`config.mk`:
```
export PLATFORM = sky130hd
export DESIGN_NAME = mtq_cmd_queue
export DESIGN_NICKNAME = d
export VERILOG_FILES = /design/src/hdl/mtq_pkg.sv /design/src/hdl/mtq_cmd_queue.sv
export SDC_FILE = /design/constraint.sdc
export NUM_CORES = 1
export LEC_CHECK = 0
export BUFFER_PORTS_ARGS = -buffer_cell sky130_fd_sc_hd__buf_2
export CAP_MARGIN = 40
export CORE_UTILIZATION = 55
export CTS_CLUSTER_SIZE = 10
export DETAILED_ROUTE_END_ITERATION = 16
export GPL_ROUTABILITY_DRIVEN = 0
export GPL_TIMING_DRIVEN = 0
export PLACE_DENSITY = 0.85
export SLEW_MARGIN = 20
export SYNTH_ARGS = -nofsm -noshare
export SYNTH_HDL_FRONTEND = slang
export SYNTH_SLANG_ARGS = --single-unit
```
`constraint.sdc`:
```
create_clock -name aclk -period 2.5 [get_ports aclk]
set_clock_uncertainty 0.1 [all_clocks]
set_input_delay 0.25 -clock aclk [delete_from_list [all_inputs] [get_ports aclk]]
set_output_delay 0.25 -clock aclk [all_outputs]
set_load 0.01 [all_outputs]
```
`src/hdl/mtq_pkg.sv`:
```
// Shared types, constants and helpers for the min-tracking two-stack FIFO.
`timescale 1ns / 1ps

package mtq_pkg;

    localparam int DEPTH       = 1024;
    localparam int VALUE_WIDTH = 32;
    localparam int FIELD_W     = 32;
    localparam int COUNT_W     = 11;
    localparam int CNT_W       = $clog2(DEPTH + 1);
    localparam int AW          = $clog2(DEPTH);
    localparam int CMDQ_DEPTH  = 4;
    localparam int CMDQ_AW     = $clog2(CMDQ_DEPTH);
    localparam int CMDQ_CW     = $clog2(CMDQ_DEPTH + 1);

    typedef logic signed [VALUE_WIDTH-1:0] val_t;

    typedef enum logic [1:0] {
        OP_ENQ = 2'd0,
        OP_DEQ = 2'd1,
        OP_INS = 2'd2,
        OP_CLR = 2'd3
    } op_t;

    typedef enum logic [1:0] {
        ST_OK    = 2'd0,
        ST_EMPTY = 2'd1,
        ST_FULL  = 2'd2
    } status_t;

    typedef enum logic [1:0] {
        BK_IDLE,
        BK_REFILL,
        BK_FETCH
    } bk_state_t;

    typedef struct packed {
        logic [1:0]                func;
        logic signed [FIELD_W-1:0] push_value;
    } in_beat_t;

    typedef struct packed {
        status_t                   status;
        logic signed [FIELD_W-1:0] front_value;
        logic signed [FIELD_W-1:0] min_value;
        logic [COUNT_W-1:0]        count;
    } out_beat_t;

    typedef struct packed {
        op_t  op;
        val_t value;
    } cmd_t;

    // out-stack entry: value and running minimum of it and everything below
    typedef struct packed {
        val_t val;
        val_t mn;
    } ent_t;

    function automatic val_t vmin(input val_t a, input val_t b);
        vmin = (a < b) ? a : b;
    endfunction

    function automatic logic signed [FIELD_W-1:0] to_field(input val_t v);
        to_field = FIELD_W'(v);
    endfunction

endpackage

```
`src/hdl/mtq_cmd_queue.sv`:
```
// Short command queue between the front end and the execution back end.
`timescale 1ns / 1ps

module mtq_cmd_queue (
    input  logic          aclk,
    input  logic          aresetn,
    input  logic          wr_valid,
    output logic          wr_ready,
    input  mtq_pkg::cmd_t wr_cmd,
    output logic          rd_valid,
    input  logic          rd_pop,
    output mtq_pkg::cmd_t rd_cmd
);
    import mtq_pkg::*;

    cmd_t               slot_reg [CMDQ_DEPTH];
    logic [CMDQ_AW-1:0] wr_ptr_reg, wr_ptr_next;
    logic [CMDQ_AW-1:0] rd_ptr_reg, rd_ptr_next;
    logic [CMDQ_CW-1:0] cnt_reg, cnt_next;
    logic               push, pop;

    assign wr_ready = (cnt_reg != CMDQ_CW'(CMDQ_DEPTH));
    assign rd_valid = (cnt_reg != '0);
    assign rd_cmd   = slot_reg[rd_ptr_reg];
    assign push     = wr_valid && wr_ready;
    assign pop      = rd_pop && rd_valid;

    always_comb begin
        wr_ptr_next = push ? wr_ptr_reg + CMDQ_AW'(1) : wr_ptr_reg;
        rd_ptr_next = pop ? rd_ptr_reg + CMDQ_AW'(1) : rd_ptr_reg;
        cnt_next    = cnt_reg;
        if (push && !pop) begin
            cnt_next = cnt_reg + CMDQ_CW'(1);
        end else if (pop && !push) begin
            cnt_next = cnt_reg - CMDQ_CW'(1);
        end
    end

    always_ff @(posedge aclk) begin
        if (!aresetn) begin
            wr_ptr_reg <= '0;
            rd_ptr_reg <= '0;
            cnt_reg    <= '0;
        end else begin
            wr_ptr_reg <= wr_ptr_next;
            rd_ptr_reg <= rd_ptr_next;
            cnt_reg    <= cnt_next;
        end
    end

    always_ff @(posedge aclk) begin
        if (push) begin
            slot_reg[wr_ptr_reg] <= wr_cmd;
        end
    end

endmodule

```
==> flow_summary.toml <==
[logic_synthesis]
syn_inst = 226
synth_top_cell_by_area = "edfxtp_1"
yosys_most_used_dff = "edfxtp_1"
synth_common_cells = "edfxtp_1, mux4_2, dfxtp_1"
synth_most_common_cell = "edfxtp_1"
syn_area_sq_um = 5450
synth_warnings = 0
synth_edf_count = 136
ys_ff_latch = 145
synth_cell_types = 24
yosysSeqAreaShare_pct = 78.24
synth.avg_cell_area_sq_um = 24.12
synth_fp_nets = 270
async_flop_share_pct = 0
synth_area_leaders = "edfxtp_1, mux4_2, dfxtp_1, mux4_1, ha_1"
synth_top_area_share_pct = 74.93

[cells_and_area]
fin_nets = 400
area_growth_pct = 28.90
instances_no_fill = 498
diodes = 0
utilization_pct = 74.62
drive_gt1_share_pct = 40.92
largest_reg_flops = 136
n_fill_cell = 549
fin_area_sq_um = 7025

[global_route]
grt_remaining_overflow = 0
grt_pass1_vias = 2813
grt_pass1_wl_mm = 14.20
grt.total_usage_pct = 19.39
grt_max_degree = 27
antenna_found_initial = 0

[sta]
setup_viol = 0
fin_setup_tns_ns = 0
tightest_slew_ns = 0.5731
maxSlewHeadroom_pct = 61.79
period_share_pct = 94.02
finalHoldViolCount = 0
max_freq_mhz = 425.5
rsz0062_at_grt = "no"
slew_violations = 0
fin_ws_ns = 0.1496
fin_crit_ns = 2.350

[worst_setup_path]
reg2reg_to = "cnt_reg[2]$_SDFFE_PN0P_"
critPathLaunchType = "flop"
max_stage_delay_ns = 0.38
crit_slowest_cell = "mux4_2"
end_kind = "output pin"
worstSetupPathType = "reg -> out"
worstReg2RegStart = "cnt_reg[0]$_SDFFE_PN0P_"
cp.buffers_inverters = 3
cp_common_cell = "buf_2"
critPathTopFamily = "buffers and inverters"
cp.arrival_ns = 2.00
required_ns = 2.15
r2r_setup_slack_ns = 0.28
path_cells = "clkbuf_1, buf_2, mux4_2, buf_2"
r2r_cells = 8
crit_fanout = 10

[place]
placed_area_sq_um = 6080
post-place-ws_ns = 0.06840
dp_cells = 431
dp_hpwl_mm = 5.420
place.port_buffers = 72

[floorplanning]
rows = 35
dieArea_sq_um = 10310
die_h_microns = 101.5
fp.coreArea_sq_um = 9415
ios = 74
dieWidth_microns = 101.5
start_util_pct = 57.89

[cts]
clk_latency_ns = 0.50
cts_tree = "done"
clk_pin_slew_ns = 0.06
cts_max_level = 4
cts_made_buffers = 17
ctsResizeCount = 0
clock_path_buffers = 2
cts_root_buf = "clkbuf_8"
cts_sinks = 145

[drt]
wire_per_inst_microns = 18.05
via_per_inst = 5.289
vias = 2634
ant_nets = 0
wirelength_mm = 8.987
drt_pass1_iterations = 4
drt_iter0_markers = 133
drc = 0

[hold_path]
hold_start = "aresetn"
worstHoldEndpoint = "wr_ptr_reg[0]$_SDFFE_PN0P_"
hp-class = "in -> reg"
holdPathStages = 3

[power]
leakage_uw = 0.002454
ir_worst_vdd_v = 0.0006075
p_per_area_nw_per_um2 = 1032

[job]
maxCapViolCount = 0

[status]
status = "finished clean"
## kinds of logic (layout without fill, tap and decap cells)
group           count (synthesis)  count (layout)  share of synthesized area (%)
flops                         145             145                          78.24
mux                            37              37                          14.88
simple gates                   17              17                          1.676
buf+inv                        12             155                          1.928
fa+ha+maj                       6               6                          1.515
compound gates                  5               5                          1.125
xor+xnor                        4               4                         0.6429
## worst register-to-register path, stage by stage (launching register included)
cell	delay [ns]
dfxtp_1	0.51
nor2_1	0.12
a21boi_2	0.17
ha_1	0.20
inv_1	0.06
fa_1	0.37
xor2_1	0.18
or3_1	0.30
a21boi_0	0.16
## where the power goes
part	leakage [uW]	switching, uW	internal (uW)
clock network	0.000282	965	1540
logic	0.000851	793	900
registers	0.00132	103	2950
## metrics by stage
| stage | hold slack (ns) | power [uW] |
|---|---|---|
| floorplan | 0.2489 | 4205 |
| global placement | 0.3602 | 4689 |
| detailed placement | 0.3653 | 4774 |
| CTS | 0.02347 | 7323 |
| global route | 0.06939 | 7572 |
| finish | 0.03052 | 7250 |
## metal layers
metal	vias to the layer above	wire length [microns]	track usage, %
met5	-	0	0
met4	0	110	6.689
met3	13	344	5.521
met2	74	4679	31.70
met1	1337	3853	25.27
li1	1210	-	-
## how the worst max path moves through the flow
stage	endpoint	slack (ns)	depth (start not counted)
finish	rd_cmd[12]	0.15	4
global route	rd_cmd[12]	0.004	4
CTS	cnt_reg[2]$_SDFFE_PN0P_	0.05	8
detailed placement	cnt_reg[2]$_SDFFE_PN0P_	0.07	8
global placement	slot_reg[3][3]$_DFFE_PP_	-0.39	3
floorplan	cnt_reg[2]$_SDFFE_PN0P_	0.27	8
## final cells by class
class / count / area [sq um] / share of cell area, %
plain buffers: 9 / 93.84 / 1.336
clock buffers: 18 / 417.9 / 5.948
clock inverters: 14 / 180.2 / 2.565
inverters: 3 / 11.26 / 0.1603
multi-input cells: 69 / 1086 / 15.46
flip-flops and latches: 145 / 4264 / 60.69
well taps: 129 / 161.4 / 2.297
repair buffers: 111 / 810.8 / 11.54
## layout by cell type, fill, tap and decap left out, drive strengths merged, types with 2 or more instances in the layout
cell           n
xnor2          3
inv            7
clkinv         4
or3            2
ha             5
mux4          34
a21boi         2
buf           84
dlygate4sd3   34
mux2i          3
edfxtp       136
clkbuf        20
bufinv         3
clkinvlp       3
and2           8
dfxtp          9
nand2          5
## what timing repair did
action                     4_1_cts  5_1_grt
hold endpoints to repair       136        0
hold buffers                    34        0
buffers inserted                 0        1
setup endpoints to repair        0        1
No activity file was read; power rests on OpenSTA's default activity.
