[src/hdl/mtq_pkg.sv]
// Shared types, constants and helpers for the min-tracking two-stack FIFO.
`timescale 1ns / 1ps

package mtq_pkg;

    localparam int DEPTH       = 1024;
    localparam int VALUE_WIDTH = 32;
    localparam int FIELD_W     = 32;
    localparam int COUNT_W     = 11;
    localparam int CNT_W       = $clog2(DEPTH + 1);
    localparam int AW          = $clog2(DEPTH);
    localparam int CMDQ_DEPTH  = 4;
    localparam int CMDQ_AW     = $clog2(CMDQ_DEPTH);
    localparam int CMDQ_CW     = $clog2(CMDQ_DEPTH + 1);

    typedef logic signed [VALUE_WIDTH-1:0] val_t;

    typedef enum logic [1:0] {
        OP_ENQ = 2'd0,
        OP_DEQ = 2'd1,
        OP_INS = 2'd2,
        OP_CLR = 2'd3
    } op_t;

    typedef enum logic [1:0] {
        ST_OK    = 2'd0,
        ST_EMPTY = 2'd1,
        ST_FULL  = 2'd2
    } status_t;

    typedef enum logic [1:0] {
        BK_IDLE,
        BK_REFILL,
        BK_FETCH
    } bk_state_t;

    typedef struct packed {
        logic [1:0]                func;
        logic signed [FIELD_W-1:0] push_value;
    } in_beat_t;

    typedef struct packed {
        status_t                   status;
        logic signed [FIELD_W-1:0] front_value;
        logic signed [FIELD_W-1:0] min_value;
        logic [COUNT_W-1:0]        count;
    } out_beat_t;

    typedef struct packed {
        op_t  op;
        val_t value;
    } cmd_t;

    // out-stack entry: value and running minimum of it and everything below
    typedef struct packed {
        val_t val;
        val_t mn;
    } ent_t;

    function automatic val_t vmin(input val_t a, input val_t b);
        vmin = (a < b) ? a : b;
    endfunction

    function automatic logic signed [FIELD_W-1:0] to_field(input val_t v);
        to_field = FIELD_W'(v);
    endfunction

endpackage

[src/hdl/mtq_front.sv]
// Front end: takes input beats, decodes the operation and trims the value.
`timescale 1ns / 1ps

module mtq_front (
    input  logic             aclk,
    input  logic             aresetn,
    input  logic             s_valid,
    output logic             s_ready,
    input  mtq_pkg::in_beat_t s_data,
    output logic             cmd_valid,
    input  logic             cmd_ready,
    output mtq_pkg::cmd_t    cmd
);
    import mtq_pkg::*;

    logic hold_vld_reg, hold_vld_next;
    cmd_t hold_reg;
    cmd_t decoded;

    always_comb begin
        decoded.op    = op_t'(s_data.func);
        // keep the low bits as a two's complement value
        decoded.value = s_data.push_value[VALUE_WIDTH-1:0];
    end

    assign s_ready   = !hold_vld_reg || cmd_ready;
    assign cmd_valid = hold_vld_reg;
    assign cmd       = hold_reg;

    always_comb begin
        hold_vld_next = hold_vld_reg;
        if (s_valid && s_ready) begin
            hold_vld_next = 1'b1;
        end else if (cmd_ready) begin
            hold_vld_next = 1'b0;
        end
    end

    always_ff @(posedge aclk) begin
        if (!aresetn) begin
            hold_vld_reg <= 1'b0;
        end else begin
            hold_vld_reg <= hold_vld_next;
        end
    end

    always_ff @(posedge aclk) begin
        if (s_valid && s_ready) begin
            hold_reg <= decoded;
        end
    end

endmodule

[config.mk]
export PLATFORM = sky130hd
export DESIGN_NAME = mtq_front
export DESIGN_NICKNAME = d
export VERILOG_FILES = /design/src/hdl/mtq_pkg.sv /design/src/hdl/mtq_front.sv
export SDC_FILE = /design/constraint.sdc
export NUM_CORES = 1
export LEC_CHECK = 0
export BUFFER_PORTS_ARGS = -buffer_cell sky130_fd_sc_hd__buf_2
export CAP_MARGIN = 20
export CORE_MARGIN = 8
export CORE_UTILIZATION = 39
export DETAILED_ROUTE_END_ITERATION = 10
export PLACE_DENSITY_LB_ADDON = 0.05
export SETUP_SLACK_MARGIN = 0.15
export SYNTH_ARGS = -nofsm -noshare
export SYNTH_HDL_FRONTEND = slang
export SYNTH_SLANG_ARGS = --single-unit
export TNS_END_PERCENT = 50
[constraint.sdc]
create_clock -name aclk -period 1.4 [get_ports aclk]
set_input_delay 0 -clock aclk [delete_from_list [all_inputs] [get_ports aclk]]
set_output_delay 0 -clock aclk [all_outputs]
set_load 0.05 [all_outputs]
==> impl_metrics.csv, run 1 <==
group,metric,value,unit
power_and_ir_drop,cellLeakagePower,0.0008523,uW
synth,synth_edf_count,34,
detailed_routing,wl_met1,955,um
clocking,cts_tree,"built",
synth,seq_area_frac_synth,0.9652,
clocking,clock_sinks,35,
synth,netlist_area,1079,um^2
power_and_ir_drop,ir_worst_vdd,1.361,mV
clocking,cts_buffer_depth,2,
sta,min_period_over_period,0.8399,
critical_path,crit_type,"reg -> reg",
layout,antenna_cells,0,
critical_path,worstPathArrival,1170,ps
synth,ys_ff_latch,35,
floorplan,dieArea,4704,um^2
detailed_routing,route.met3.wl,349,um
floorplan,ios,74,
synth,yosysMostFrequentCell,"edfxtp_1",
clocking,h-tree-depth,2,
outcome,status,"finished, final reports clean",
clocking,cts.reportedPaths.clkPinSlew,110,ps
critical_path,cp-start-kind,"flop",
floorplan,die_width,68.59,um
synth,syn_inst,39,
detailed_routing,first_iter_violations,11,
clocking,cts_setup_buffers,0,
sta,fmax,0.8504,GHz
clocking,clock_latency,330,ps
critical_path,cp_max_fo,17,
global_routing,grt-ovfl-total,0,
detailed_routing,highest_layer,"met3",
detailed_routing,wl_per_cell,15.86,um
global_routing,grt_pass1_wl,4333,um
clocking,clock-root-buffer,"clkbuf_4",
sta,maxSlewHeadroom,0.7305,
floorplan,die_y,68.59,um
synth,netlist.top_cell.by_area,"edfxtp_1",
synth,synth_nets,77,
synth,synth-main-ff-cell,"edfxtp_1",
detailed_routing,detail-route-antenna-nets,0,
power_and_ir_drop,powerDensity,1303,nW/um^2
floorplan,rows,19,
placed_design,numPortBuffers,73,
detailed_routing,drc,0,
sta,report.final.slew_viol_count,0,
detailed_routing,drt_wl_total,2982,um
sta,worst_pin_slew,404.2,ps
worst_hold_path,hp-class,"in -> reg",
synth,synth_area_leaders,"edfxtp_1 (95%), dfxtp_1 (1.9%), nand2b_4 (1.3%)",
sta,layout_setup_ws,224.1,ps
global_routing,grt_max_degree,35,
critical_path,worstRegToRegCells,2,
sta,setup_tns,0,ps
layout,fillers,177,
synth,ys_types,6,
sta,rsz0062_at_grt,"no",
sta,min_period,1176,ps
critical_path,endpoint_kind,"flop",
sta,finClkSkew,10.99,ps
detailed_routing,dr_total_vias,787,
run,cap_viol_max_count,0,
placed_design,dp_slack,202.5,ps
synth,avgSynthCellArea,27.65,um^2
clocking,numCtsBuffers,5,
layout,syn2layout_area_growth,81.32,%
placed_design,routabilityCongestion,0.6594,
critical_path,cp_data_required_time,1400,ps
detailed_routing,firstDrtPassIters,4,
worst_hold_path,min_path_cells,2,
critical_path,r2r-start,"cmd_valid$_SDFFE_PN0P_",
synth,ys_warn_count,0,
sta,finalSetupViolCount,0,
worst_hold_path,min_from,"s_valid",
floorplan,start_util,0.4015,
critical_path,r2r_slack,220,ps
synth,synth-async-reset-ratio,0,
clocking,post_cts_resized,0,
layout,layout.nets,194,
detailed_routing,met2_length,1677,um
sta,finalHoldViolCount,0,
global_routing,antenna_found_initial,0,
floorplan,coreArea,2686,um^2
worst_hold_path,hold_path_end,"cmd[20]$_DFFE_PP_",
layout,drive_above_1_share,0.5414,
global_routing,grt_pass1_vias,914,
critical_path,regToRegEndpoint,"cmd[14]$_DFFE_PP_",
global_routing,track_usage,0.1310,
detailed_routing,vias_per_cell,4.186,
synth,synth_top_cell_area_share,0.9466,
layout by cell type (no fill, tap or decap):
master,synthesis,final
nand2b_4,1,1
dlygate4sd3_1,0,36
buf_2,0,73
bufinv_16,0,2
edfxtp_1,34,34
inv_1,1,1
clkbuf_4,0,5
clkbuf_1,0,1
and2_4,1,1
dfxtp_4,0,1
and2_2,0,1
a21boi_2,1,1
worst max-delay path: stages, from the launching register on:
cell      delay (ps)
dfxtp_4          360
nand2b_4          90
and2_2           410
power breakdown:
part	total (uW)	leakage, uW	switching [uW]	internal [uW]
Sequential	1230	0.000338	14.6	1220
Clock	876	0.0000525	319	558
Combinational	438	0.000462	290	148
sequential cells by signal, indices dropped and copies added (netlist names):
signal,count
cmd,34
cmd_valid,1
stage by stage:
step	hold slack (ps)	instances	area, um^2	power (uW)	utilization
after global routing	181.4	188	1956	2639	0.7280
after detailed placement	178.1	143	1486	1617	0.5533
after floorplan	98.87	39	1082	1502	-
after global placement	177.2	143	1486	1612	0.5533
after CTS	261.8	187	1948	2565	0.7252
final	194.8	188	1956	2549	0.7280
worst max-delay path by stage:
stage | start | to | slack [ps] | cells after the start
after floorplan | cmd_valid$_SDFFE_PN0P_ | cmd[0]$_DFFE_PP_ | 90 | 2
after global placement | cmd_valid$_SDFFE_PN0P_ | cmd[17]$_DFFE_PP_ | 230 | 2
after detailed placement | cmd_valid$_SDFFE_PN0P_ | cmd[16]$_DFFE_PP_ | 200 | 2
after CTS | cmd_valid$_SDFFE_PN0P_ | cmd[15]$_DFFE_PP_ | 190 | 2
after global routing | cmd_valid$_SDFFE_PN0P_ | cmd[28]$_DFFE_PP_ | 170 | 2
final | cmd_valid$_SDFFE_PN0P_ | cmd[14]$_DFFE_PP_ | 220 | 2
cells by family (layout without fill, tap and decap cells):
family / after synthesis / in the layout / synth area share
AOI/OAI and AO/OA: 1 / 1 / 0.01044
buffers and inverters: 1 / 118 / 0.003477
DFF: 35 / 35 / 0.9652
and+or+nand+nor: 2 / 3 / 0.02088
routing by layer:
metal,vias up,track usage
met5,-,0
met4,0,0.03836
met3,0,0.07108
met2,41,0.2404
met1,355,0.1216
li1,391,-
timing repair:
action,4_1_cts,5_1_grt
hold buffers,36,0
setup endpoints to repair,0,34
hold endpoints to repair,35,0
cell type report:
cell class / count / area (um^2) / area share
clock buffer: 6 / 41.29 / 0.02111
clock inverter: 2 / 60.06 / 0.03071
inverter: 1 / 3.754 / 0.001919
multi-input combinational: 4 / 41.29 / 0.02111
sequential: 35 / 1045 / 0.5342
tap: 31 / 38.79 / 0.01983
timing repair buffer: 109 / 725.7 / 0.3711
(Power assumes the default switching activity.)
==> run 2, diff against run 1 <==
==> constraint.sdc (replaced) <==
create_clock -name aclk -period 1.1 [get_ports aclk]
set_input_delay 0 -clock aclk [delete_from_list [all_inputs] [get_ports aclk]]
set_output_delay 0 -clock aclk [all_outputs]
set_load 0.05 [all_outputs]
==> run 2 against run 1 <==
Net effect:
- the flow now finishes with violations (hold timing)
- setup slack lost 170 ps
- die area is the same
- first-iteration DRC count grew 140%
- global-route usage shrank 0.15 points
- core utilization shrank 0.84 points
- critical path type unchanged
- critical endpoint is now cmd[23]$_DFFE_PP_
==> impl_metrics.csv, run 2 (synthesized netlist as in run 1, its figures left out) <==
group,metric,value,unit
detailed_routing,vias_per_cell,4.202,
sta,rsz0062_at_grt,"yes",
sta,worst_pin_slew,262.1,ps
critical_path,endpoint_kind,"flop",
critical_path,path_delay_family,"flip-flops",
global_routing,grt_pass1_vias,883,
critical_path,worstRegToRegCells,3,
layout,layout.nets,195,
layout,drive_above_1_share,0.5414,
detailed_routing,drc,0,
critical_path,worstPathArrival,1070,ps
clocking,numCtsBuffers,5,
floorplan,coreArea,2686,um^2
clocking,cts.reportedPaths.clkPinSlew,90,ps
clocking,h-tree-depth,2,
sta,report.final.slew_viol_count,0,
detailed_routing,route.met3.wl,356,um
sta,fmax,0.9602,GHz
sta,min_period_over_period,0.9468,
critical_path,cp-start-kind,"flop",
global_routing,grt-ovfl-total,0,
critical_path,crit_chain,"nand2b_4 > and2_4 > buf_12",
sta,finClkSkew,5.404,ps
detailed_routing,dr_total_vias,790,
floorplan,rows,19,
clocking,post_cts_resized,0,
critical_path,cp_slowest_cell,"dfxtp_4",
floorplan,dieArea,4704,um^2
worst_hold_path,hp-class,"in -> reg",
worst_hold_path,min_from,"cmd_ready",
detailed_routing,detail-route-antenna-nets,0,
layout,antenna_cells,0,
clocking,clock_latency,320,ps
worst_hold_path,hold_path_end,"cmd_valid$_SDFFE_PN0P_",
critical_path,crit_type,"reg -> reg",
global_routing,grt_pass1_wl,4305,um
critical_path,startpoint,"cmd_valid$_SDFFE_PN0P_",
clocking,cts_hold_buf,36,
power_and_ir_drop,cellLeakagePower,0.0008425,uW
power_and_ir_drop,powerDensity,1421,nW/um^2
floorplan,die_width,68.59,um
floorplan,start_util,0.4015,
critical_path,cp_data_required_time,1130,ps
detailed_routing,first_iter_violations,26,
global_routing,track_usage,0.1295,
layout,layout_common_cells,"buf_2 (73), dlygate4sd3_1 (36), edfxtp_1 (34), clkbuf_4 (5), buf_12 (2)",
sta,maxSlewHeadroom,0.8265,
critical_path,worst-path-buf-inv,1,
clocking,clock_sinks,35,
sta,finalHoldViolCount,1,
detailed_routing,firstDrtPassIters,4,
critical_path,cp_max_fo,19,
sta,whs,-44.63,ps
outcome,violations,"hold timing",
global_routing,grt_max_degree,20,
power_and_ir_drop,ir_worst_vdd,1.148,mV
layout,final_area,1933,um^2
layout,largest_reg_flops,34,
critical_path,r2r_slack,60,ps
floorplan,ios,74,
detailed_routing,wl_met1,971,um
layout,finalNonFillerCells,188,
sta,finalSetupViolCount,0,
placed_design,routabilityCongestion,0.6525,
detailed_routing,highest_layer,"met4",
detailed_routing,wl_per_cell,15.46,um
sta,min_period,1041,ps
clocking,cts_tree,"built",
clocking,cts_buffer_depth,2,
worst_hold_path,min_path_cells,3,
outcome,status,"finished with violations",
clocking,clock-root-buffer,"clkbuf_4",
layout,layout_commonest_cell,"buf_2",
detailed_routing,drt_wl_total,2906,um
placed_design,dp_cells,145,
critical_path,r2r-start,"cmd_valid$_SDFFE_PN0P_",
floorplan,die_y,68.59,um
global_routing,antenna_found_initial,0,
critical_path,regToRegEndpoint,"cmd[23]$_DFFE_PP_",
placed_design,numPortBuffers,73,
critical_path,max_stage_delay,360,ps
layout,syn2layout_area_growth,79.23,%
placed_design,detailed_place.area,1526,um^2
clocking,cts_setup_buffers,0,
run,cap_viol_max_count,0,
detailed_routing,met2_length,1555,um
## run 2: worst reg2reg max path, cell delays in order (launching register included)
cell	delay [ps]
dfxtp_4	360
nand2b_4	70
and2_4	170
buf_12	160
## run 2: per-layer routing
metal,up-vias,global-route usage
met3,5,0.05977
met2,43,0.2381
met5,-,0
met1,354,0.1231
li1,388,-
met4,0,0.04604
## run 2: how the worst max path moves through the flow
stage,endpoint,depth (start not counted)
after floorplan,cmd[0]$_DFFE_PP_,2
after global placement,cmd[14]$_DFFE_PP_,3
after detailed placement,cmd[30]$_DFFE_PP_,3
after CTS,cmd[0]$_DFFE_PP_,3
after global routing,cmd[23]$_DFFE_PP_,3
final,cmd[23]$_DFFE_PP_,3
## run 2: per-stage QoR
step | power, uW | util | TNS (ps) | hold slack (ps) | worst slack (ps)
5_1_grt | 2852 | 0.7196 | 0 | -49.34 | 29.27
3_5_place_dp | 2082 | 0.5682 | 0 | 178.1 | 63.74
6_report | 2747 | 0.7196 | 0 | -44.63 | 58.53
3_3_place_gp | 2075 | 0.5682 | 0 | 177.6 | 75.70
2_1_floorplan | 1912 | - | -7220 | 98.87 | -212.4
4_1_cts | 2771 | 0.7196 | 0 | -62.75 | 55.79
## run 2: repair_timing
item,CTS,global route
gates cloned,0,0
endpoints found under the hold margin,35,1
endpoints found under the setup margin,37,53
## run 2: final cells by class
cell class | count | area [um^2]
fillers | 190 | 753.2
multi-input cells | 3 | 33.78
inverters | 1 | 3.754
flip-flops and latches | 35 | 1045
repair buffers | 111 | 765.7
clock inverters | 2 | 8.758
well taps | 31 | 38.79
clock buffers | 5 | 37.54
## run 2: where the power goes
| part | internal, uW | leakage (uW) | switching (uW) |
|---|---|---|---|
| clock network | 226 | 0.0000285 | 374 |
| logic | 205 | 0.000476 | 371 |
| registers | 1550 | 0.000338 | 18.7 |
| total | 1980 | 0.000843 | 763 |
